**config.mk**
```make
export PLATFORM = sky130hd
export DESIGN_NAME = rc_pulse_to_angle_and_range_core
export DESIGN_NICKNAME = d
export VERILOG_FILES = /design/src/sv/rcpar_pkg.sv /design/src/sv/rc_pulse_to_angle_and_range_core.sv
export SDC_FILE = /design/constraint.sdc
export NUM_CORES = 2
export LEC_CHECK = 0
export BUFFER_PORTS_ARGS = -buffer_cell sky130_fd_sc_hd__buf_4
export CAP_MARGIN = 20
export CORE_MARGIN = 1
export CORE_UTILIZATION = 34
export CTS_CLUSTER_DIAMETER = 80
export DETAILED_ROUTE_END_ITERATION = 7
export HOLD_SLACK_MARGIN = 0.02
export SETUP_SLACK_MARGIN = 0.3
export SYNTH_ARGS = -nofsm -noshare
export SYNTH_HDL_FRONTEND = slang
export SYNTH_SLANG_ARGS = --single-unit
export TNS_END_PERCENT = 30
```
**constraint.sdc**
```tcl
create_clock -name clk -period 49.5 [get_ports clk]
set_clock_uncertainty 0.2 [all_clocks]
set_input_delay 7.425 -clock clk [delete_from_list [all_inputs] [get_ports clk]]
set_output_delay 7.425 -clock clk [all_outputs]
set_load 0.02 [all_outputs]
```
**src/sv/rcpar_pkg.sv**
```systemverilog
// Types and constants for the pulse-to-angle-and-range core.
// No dependencies; used by the core and its checker.
package rcpar_pkg;

	// Full-scale results
	localparam int ANGLE_FULL = 4500;
	localparam int RANGE_FULL = 100;

	// Quotient bits resolved by the divider (covers ANGLE_FULL)
	localparam int QUO_BITS   = 13;
	localparam int VALUE_BITS = 14;
	localparam int DZ_BITS    = 10;

	// Configuration port
	localparam int CFG_ADDR_BITS = 3;

	// Register reset values
	localparam int RST_PULSE_MIN   = 1000;
	localparam int RST_PULSE_MAX   = 2000;
	localparam int RST_TRIM_CENTER = 1500;
	localparam int RST_DEAD_ZONE   = 0;

	typedef enum logic [CFG_ADDR_BITS-1:0] {
		REG_PULSE_MIN   = 3'd0,
		REG_PULSE_MAX   = 3'd1,
		REG_TRIM_CENTER = 3'd2,
		REG_DEAD_ZONE   = 3'd3,
		REG_REVERSE     = 3'd4
	} reg_idx_t;

endpackage

```
**src/sv/rc_pulse_to_angle_and_range_core.sv**
```systemverilog
// Throughput: one item per cycle unless the output stalls; the pipeline is 5 setup stages,
// a 13-stage restoring divider (one quotient bit per stage) and an output register.
// A stall at the output holds every stage; in_ready falls only while a result waits.
// Reset (arst_n low, asynchronous) empties the pipeline and restores the registers.
// Depends on rcpar_pkg.
module rc_pulse_to_angle_and_range_core #(
	parameter int PULSE_BITS = 12
) (
	input  logic                                        clk,
	input  logic                                        arst_n,
	input  logic                                        cfg_we,
	input  logic [rcpar_pkg::CFG_ADDR_BITS-1:0]         cfg_addr,
	input  logic [PULSE_BITS-1:0]                       cfg_wdata,
	input  logic                                        in_valid,
	output logic                                        in_ready,
	input  logic                                        func,
	input  logic [PULSE_BITS-1:0]                       pulse_width,
	output logic                                        out_valid,
	input  logic                                        out_ready,
	output logic signed [rcpar_pkg::VALUE_BITS-1:0]     value
);

	localparam int PW  = PULSE_BITS;
	localparam int DW  = PULSE_BITS + 3;          // signed differences
	localparam int MW  = PULSE_BITS + 2;          // magnitudes
	localparam int QB  = rcpar_pkg::QUO_BITS;
	localparam int NW  = MW + QB;                 // numerator / remainder
	localparam int OW  = rcpar_pkg::VALUE_BITS;
	localparam int DZW = rcpar_pkg::DZ_BITS;

	// Configuration registers
	logic [PW-1:0]  pulse_min_q;
	logic [PW-1:0]  pulse_max_q;
	logic [PW-1:0]  trim_center_q;
	logic [DZW-1:0] dead_zone_q;
	logic           reverse_q;

	// Values derived from the configuration
	logic signed [DW-1:0] min_x, max_x, trim_x, dz_x;
	logic signed [DW-1:0] band_hi_q, band_lo_q, up_den_q, dn_den_q;
	logic signed [DW-1:0] rng_lo_q, rng_span_q, mirror_q;

	// Pipeline
	logic                 adv;
	logic                 vld_s1, vld_s2, vld_s3, vld_s4;
	logic                 func_s1, func_s2, func_s3;
	logic [PW-1:0]        pulse_s1, r_s2;
	logic signed [DW-1:0] diff_s3, den_s3;
	logic                 act_s3, flip_s3;
	logic [NW-1:0]        num_s4;
	logic [MW-1:0]        den_s4;
	logic                 neg_s4;

	// Divider stages: entry k is stage 5+k
	logic [NW-1:0]        dv_rem_s5 [0:QB];
	logic [QB-1:0]        dv_quo_s5 [0:QB];
	logic [MW-1:0]        dv_den_s5 [0:QB];
	logic                 dv_neg_s5 [0:QB];
	logic                 dv_ovf_s5 [0:QB];
	logic                 dv_vld_s5 [0:QB];

	logic                 vld_s19;
	logic signed [OW-1:0] value_s19;

	// Combinational stage results
	logic [PW-1:0]        r_c;
	logic signed [DW-1:0] rx_c, rr_c, diff_c, den_c;
	logic                 act_c;
	logic signed [DW-1:0] dabs_c, nabs_c;
	logic [MW-1:0]        dmag_c, nmag_c;
	logic [QB-1:0]        scale_c;
	logic [NW-1:0]        prod_c;
	logic [QB-1:0]        mag_c;
	logic signed [OW-1:0] val_c;

	// Register writes; out-of-range indexes are dropped
	always_ff @(posedge clk or negedge arst_n) begin
		if (!arst_n) begin
			pulse_min_q   <= PW'(rcpar_pkg::RST_PULSE_MIN);
			pulse_max_q   <= PW'(rcpar_pkg::RST_PULSE_MAX);
			trim_center_q <= PW'(rcpar_pkg::RST_TRIM_CENTER);
			dead_zone_q   <= DZW'(rcpar_pkg::RST_DEAD_ZONE);
			reverse_q     <= 1'b0;
		end else if (cfg_we) begin
			case (rcpar_pkg::reg_idx_t'(cfg_addr))
				rcpar_pkg::REG_PULSE_MIN:   pulse_min_q   <= cfg_wdata;
				rcpar_pkg::REG_PULSE_MAX:   pulse_max_q   <= cfg_wdata;
				rcpar_pkg::REG_TRIM_CENTER: trim_center_q <= cfg_wdata;
				rcpar_pkg::REG_DEAD_ZONE:   dead_zone_q   <= cfg_wdata[DZW-1:0];
				rcpar_pkg::REG_REVERSE:     reverse_q     <= cfg_wdata[0];
				default: begin
				end
			endcase
		end
	end

	assign min_x  = DW'(pulse_min_q);
	assign max_x  = DW'(pulse_max_q);
	assign trim_x = DW'(trim_center_q);
	assign dz_x   = DW'(dead_zone_q);

	// Precompute band edges and spans, registered from the configuration registers
	always_ff @(posedge clk) begin
		band_hi_q  <= trim_x + dz_x;
		band_lo_q  <= trim_x - dz_x;
		up_den_q   <= max_x - (trim_x + dz_x);
		dn_den_q   <= (trim_x - dz_x) - min_x;
		rng_lo_q   <= min_x + dz_x;
		rng_span_q <= max_x - (min_x + dz_x);
		mirror_q   <= max_x + min_x;
	end

	// Whole pipeline advances unless a result waits at the output
	assign adv      = !vld_s19 || out_ready;
	assign in_ready = adv;

	// Stage 2: clamp to the pulse limits
	always_comb begin
		if (pulse_s1 < pulse_min_q) begin
			r_c = pulse_min_q;
		end else if (pulse_s1 > pulse_max_q) begin
			r_c = pulse_max_q;
		end else begin
			r_c = pulse_s1;
		end
	end

	// Stage 3: pick the branch, its offset and its span
	always_comb begin
		rx_c   = DW'(r_s2);
		rr_c   = reverse_q ? (mirror_q - rx_c) : rx_c;
		diff_c = '0;
		den_c  = '0;
		act_c  = 1'b0;
		if (func_s2) begin
			if (rr_c > rng_lo_q && rng_span_q != '0) begin
				diff_c = rr_c - rng_lo_q;
				den_c  = rng_span_q;
				act_c  = 1'b1;
			end
		end else begin
			if (rx_c > band_hi_q && up_den_q != '0) begin
				diff_c = rx_c - band_hi_q;
				den_c  = up_den_q;
				act_c  = 1'b1;
			end else if (rx_c < band_lo_q && dn_den_q != '0) begin
				diff_c = rx_c - band_lo_q;
				den_c  = dn_den_q;
				act_c  = 1'b1;
			end
		end
	end

	// Stage 4: magnitudes, scaled numerator and result sign
	always_comb begin
		dabs_c  = diff_s3[DW-1] ? -diff_s3 : diff_s3;
		nabs_c  = den_s3[DW-1] ? -den_s3 : den_s3;
		dmag_c  = dabs_c[MW-1:0];
		nmag_c  = nabs_c[MW-1:0];
		scale_c = func_s3 ? QB'(rcpar_pkg::RANGE_FULL) : QB'(rcpar_pkg::ANGLE_FULL);
		prod_c  = NW'(dmag_c) * NW'(scale_c);
	end

	// Valid bits of the setup stages and the output
	always_ff @(posedge clk or negedge arst_n) begin
		if (!arst_n) begin
			vld_s1  <= 1'b0;
			vld_s2  <= 1'b0;
			vld_s3  <= 1'b0;
			vld_s4  <= 1'b0;
			vld_s19 <= 1'b0;
		end else if (adv) begin
			vld_s1  <= in_valid;
			vld_s2  <= vld_s1;
			vld_s3  <= vld_s2;
			vld_s4  <= vld_s3;
			vld_s19 <= dv_vld_s5[QB];
		end
	end

	// Payload of the setup stages
	always_ff @(posedge clk) begin
		if (adv) begin
			func_s1  <= func;
			pulse_s1 <= pulse_width;
			func_s2  <= func_s1;
			r_s2     <= r_c;
			func_s3  <= func_s2;
			diff_s3  <= diff_c;
			den_s3   <= den_c;
			act_s3   <= act_c;
			flip_s3  <= reverse_q && !func_s2;
			// inactive items divide zero by one
			num_s4   <= act_s3 ? prod_c : '0;
			den_s4   <= act_s3 ? nmag_c : MW'(1);
			neg_s4   <= act_s3 && (diff_s3[DW-1] ^ den_s3[DW-1] ^ flip_s3);
		end
	end

	// Stage 5: load the divider and flag quotients beyond the resolved range
	always_ff @(posedge clk or negedge arst_n) begin
		if (!arst_n) begin
			dv_vld_s5[0] <= 1'b0;
		end else if (adv) begin
			dv_vld_s5[0] <= vld_s4;
		end
	end

	always_ff @(posedge clk) begin
		if (adv) begin
			dv_rem_s5[0] <= num_s4;
			dv_quo_s5[0] <= '0;
			dv_den_s5[0] <= den_s4;
			dv_neg_s5[0] <= neg_s4;
			dv_ovf_s5[0] <= num_s4 >= {den_s4, {QB{1'b0}}};
		end
	end

	// Restoring divider: one quotient bit per stage, most significant first
	for (genvar k = 0; k < QB; k++) begin : g_div
		localparam int B = QB - 1 - k;
		logic [NW-1:0] trial;
		logic          take;

		assign trial = NW'(dv_den_s5[k]) << B;
		assign take  = dv_rem_s5[k] >= trial;

		always_ff @(posedge clk or negedge arst_n) begin
			if (!arst_n) begin
				dv_vld_s5[k+1] <= 1'b0;
			end else if (adv) begin
				dv_vld_s5[k+1] <= dv_vld_s5[k];
			end
		end

		always_ff @(posedge clk) begin
			if (adv) begin
				dv_rem_s5[k+1] <= take ? (dv_rem_s5[k] - trial) : dv_rem_s5[k];
				dv_quo_s5[k+1] <= dv_quo_s5[k] | (QB'(take) << B);
				dv_den_s5[k+1] <= dv_den_s5[k];
				dv_neg_s5[k+1] <= dv_neg_s5[k];
				dv_ovf_s5[k+1] <= dv_ovf_s5[k];
			end
		end
	end

	// Output stage: saturate to full scale and apply the sign
	always_comb begin
		if (dv_ovf_s5[QB] || dv_quo_s5[QB] > QB'(rcpar_pkg::ANGLE_FULL)) begin
			mag_c = QB'(rcpar_pkg::ANGLE_FULL);
		end else begin
			mag_c = dv_quo_s5[QB];
		end
		val_c = dv_neg_s5[QB] ? -OW'(mag_c) : OW'(mag_c);
	end

	always_ff @(posedge clk) begin
		if (adv) begin
			value_s19 <= val_c;
		end
	end

	assign out_valid = vld_s19;
	assign value     = value_s19;

endmodule

```
==> impl_results.md <==
* Vias at about 33,000
* Critical path arrival at 8520 ps
* WL final at 106,000 um
* Share of cells above drive strength 1 at 0.0809
* RSZ-0062 raised after global routing: false
* Core area at 148,000 um2
* Endpoints failing setup at 0
* Drt drc at 1
* Tot GR Track Use at 0.140
* Critical path class: in2out
* Critical Path RT at around 42,000 ps
* Clk root buf: clkbuf_16
* Wire length per cell at 16.0 um
* Io pins at between 40 and 50
* Hold Path Class: reg2reg
* Sum Neg Setup Slack at 0 ps
* Fmax at roughly 62 MHz
* Synth Warn # at 0
* Layout Nets at approximately 5,100
* CP Capture Type: primary output
* PostCTS Resize Cnt at 0
* Worst-path clk slew at ~60 ps
* Hold Fails Final Rpt at 0
* Largest net degree at the start of global routing at approximately 180
* Max clock buf depth at 3
* Via-to-Cell Ratio at just under 5
* Max Cap Viol at 0
* CTS buffer count at 95
* Startpoint types: input pin
* Synthesized area at between 50,000 and 60,000 um2
* Synthesized flop and latch total at 898
* CP top delay family: buffers and inverters
* Slowest stage delay, CP at a little over 300 ps
* Failing checks: design-rule violations
* Die Y at roughly 390 um
* RePlAce Congestion at a little under 0.9
* Die width at just under 400 um
* Yosys cell types at 89
* Clock insertion delay at the later pin of the skew report at 720 ps
* Row count at 141
* Sequential fraction of the synthesis area at 0.507
* Post-CTS Setup Bufs at 0
* CP max-delay cell: nor2b_2
* Cells after Synth at 4,518
* Syn-to-layout area delta at 11.8%
* Cts hold-fix bufs at 0
* Final max-slew violation count at 0
* Tmin final at 16,150 ps
* Syn Area/Cell at around 11 um2
* Worst path cell trace: buf_4 -> nor2b_2 -> inv_8 -> buf_4
* PortBufs at between 40 and 50
* Clock tree from TritonCTS: yes
* Iter 0 DRT Violations at 1,764
* H-tree levels at 3
* Grt total ovfl at 0
* Status: complete, but fails checks
* Relative slew slack at 0.289
* Buf/Inv on CP at 3
* First-pass GRT wire length at ~170,000 um
* # diodes at 0
* Drt pass-1 iters at 8
* Commonest non-fill, non-tap cell in the layout: edfxtp_1
* Crit-path max FO at 81
* Initial Util at 0.343
* Final worst path period share at 0.326
* Worst Tran Pin Value at roughly 1100 ps
* Die Area at roughly 150,000 um2
* Most used cell, CP: buf_4
* Initial antenna violation count at 0
* Vias in the first global route at 32,615
* Most frequent cells in the layout: edfxtp_1, inv_1, ha_1
* Async SR Flop Fraction at 0.0735
* Antenna viol nets, final at 0
* Syn Nets at 5,057
* Post-DP HPWL at about 80,000 um
* Sink Count at 898
* EDFF count, synth at approximately 740
* Synth Flop Type: edfxtp_1
## through the flow
step                      cells  setup slack [ps]  utilization  hold slack, ps  area (um2)
after global placement     6435             32720        0.361             200       53400
after global routing       6617             33310        0.383             218       56700
after detailed placement   6436             32670        0.361             205       53400
after floorplan            4518             19890            -             200       50700
final                      6617             33350        0.383             207       56700
after CTS                  6615             32670        0.383             206       56700
## final timing paths
kind | startpoint | slack, ps | cells after the start | end
max | out_ready | 33350 | 4 | in_ready
min | dv_quo_s5[1][12]$_DFFE_PP_ | 210 | 0 | dv_quo_s5[2][12]$_DFFE_PP_
max reg2reg | diff_s3[4]$_DFFE_PP_ | 41700 | 24 | num_s4[22]$_SDFFCE_PN0P_
min reg2reg | dv_quo_s5[1][12]$_DFFE_PP_ | 210 | 0 | dv_quo_s5[2][12]$_DFFE_PP_
max in group asynchronous | arst_n | 41880 | 1 | pulse_min_q[1]$_DFFE_PN0P_
min in group asynchronous | arst_n | 6590 | 1 | trim_center_q[9]$_DFFE_PN0P_
## synth_stat cells (8+ instances only)
master,count,share of area
dfstp_2,19,0.0098
a31o_2,9,0.0016
mux2_2,74,0.016
a21oi_1,261,0.026
o31ai_1,32,0.0047
o2111ai_1,9,0.0016
clkbuf_1,67,0.0050
or4_1,16,0.0024
nand4_1,36,0.0044
nand3_1,89,0.0088
a2111oi_0,9,0.0016
nand3b_1,8,0.0012
nor2_1,226,0.017
nor4b_1,15,0.0026
o22ai_1,12,0.0015
o21ai_0,248,0.024
inv_1,514,0.038
nor2b_1,69,0.0085
edfxtp_1,739,0.44
nand2b_1,65,0.0080
a211oi_1,22,0.0033
and2_1,46,0.0057
dfrtp_1,47,0.023
ha_1,428,0.11
xnor2_1,178,0.031
or3_1,43,0.0053
a21boi_0,19,0.0028
a211o_1,8,0.0014
o211ai_1,23,0.0034
xor2_1,141,0.024
a21o_1,105,0.016
fa_1,78,0.031
or2_2,25,0.0031
and3_1,19,0.0023
o21a_1,52,0.0077
nand2_1,306,0.023
mux2i_1,42,0.0083
nor3_1,87,0.0086
o21bai_1,21,0.0031
o31a_1,17,0.0029
nand4b_1,8,0.0014
a41oi_1,10,0.0017
a31oi_1,28,0.0035
nor4_1,49,0.0060
dfxtp_1,93,0.037
## per-layer routing
layer,track usage,part of all wire,vias up
met2,0.249,0.50,572
met1,0.170,0.43,15510
li1,-,-,16457
met5,0,0,-
met4,0.0491,0.032,0
met3,0.0211,0.037,200
## state kept, by name (all words and copies together) (netlist names), 14 cells and up
| signal | flops |
|---|---|
| up_den_q | 14 |
| dv_ovf_s5 | 14 |
| num_s4 | 25 |
| dv_vld_s5 | 14 |
| diff_s3 | 15 |
| dv_rem_s5 | 326 |
| dv_den_s5 | 182 |
| dv_quo_s5 | 91 |
| dn_den_q | 14 |
| den_s4 | 14 |
| den_s3 | 14 |
| value | 14 |
| rng_span_q | 14 |
| dv_neg_s5 | 14 |
## cell families (layout without fill, tap and decap cells)
| logic type | count (synthesis) | in the layout | synth area share |
|---|---|---|---|
| adders and majority gates | 506 | 506 | 0.136 |
| other | 1 | 1 | 0.0000740 |
| muxes | 120 | 120 | 0.0259 |
| xor gates and xnor gates | 319 | 319 | 0.0551 |
| AOI/OAI and AO/OA | 949 | 949 | 0.118 |
| buffers and inverters | 596 | 765 | 0.0446 |
| and+or+nand+nor | 1129 | 1129 | 0.112 |
| DFF | 898 | 898 | 0.507 |
## area by class of cell
class | instances | area, um2
fill | 14276 | 91200
multi-input combinational | 3024 | 22800
clock inverter | 69 | 763
inverter | 515 | 1940
clock buffer | 110 | 2470
tap | 1930 | 2410
sequential | 898 | 25700
timing repair buffer | 71 | 583
Power is not shown: default switching activity piles up to over one toggle a cycle in this logic, so the estimate is an artifact.
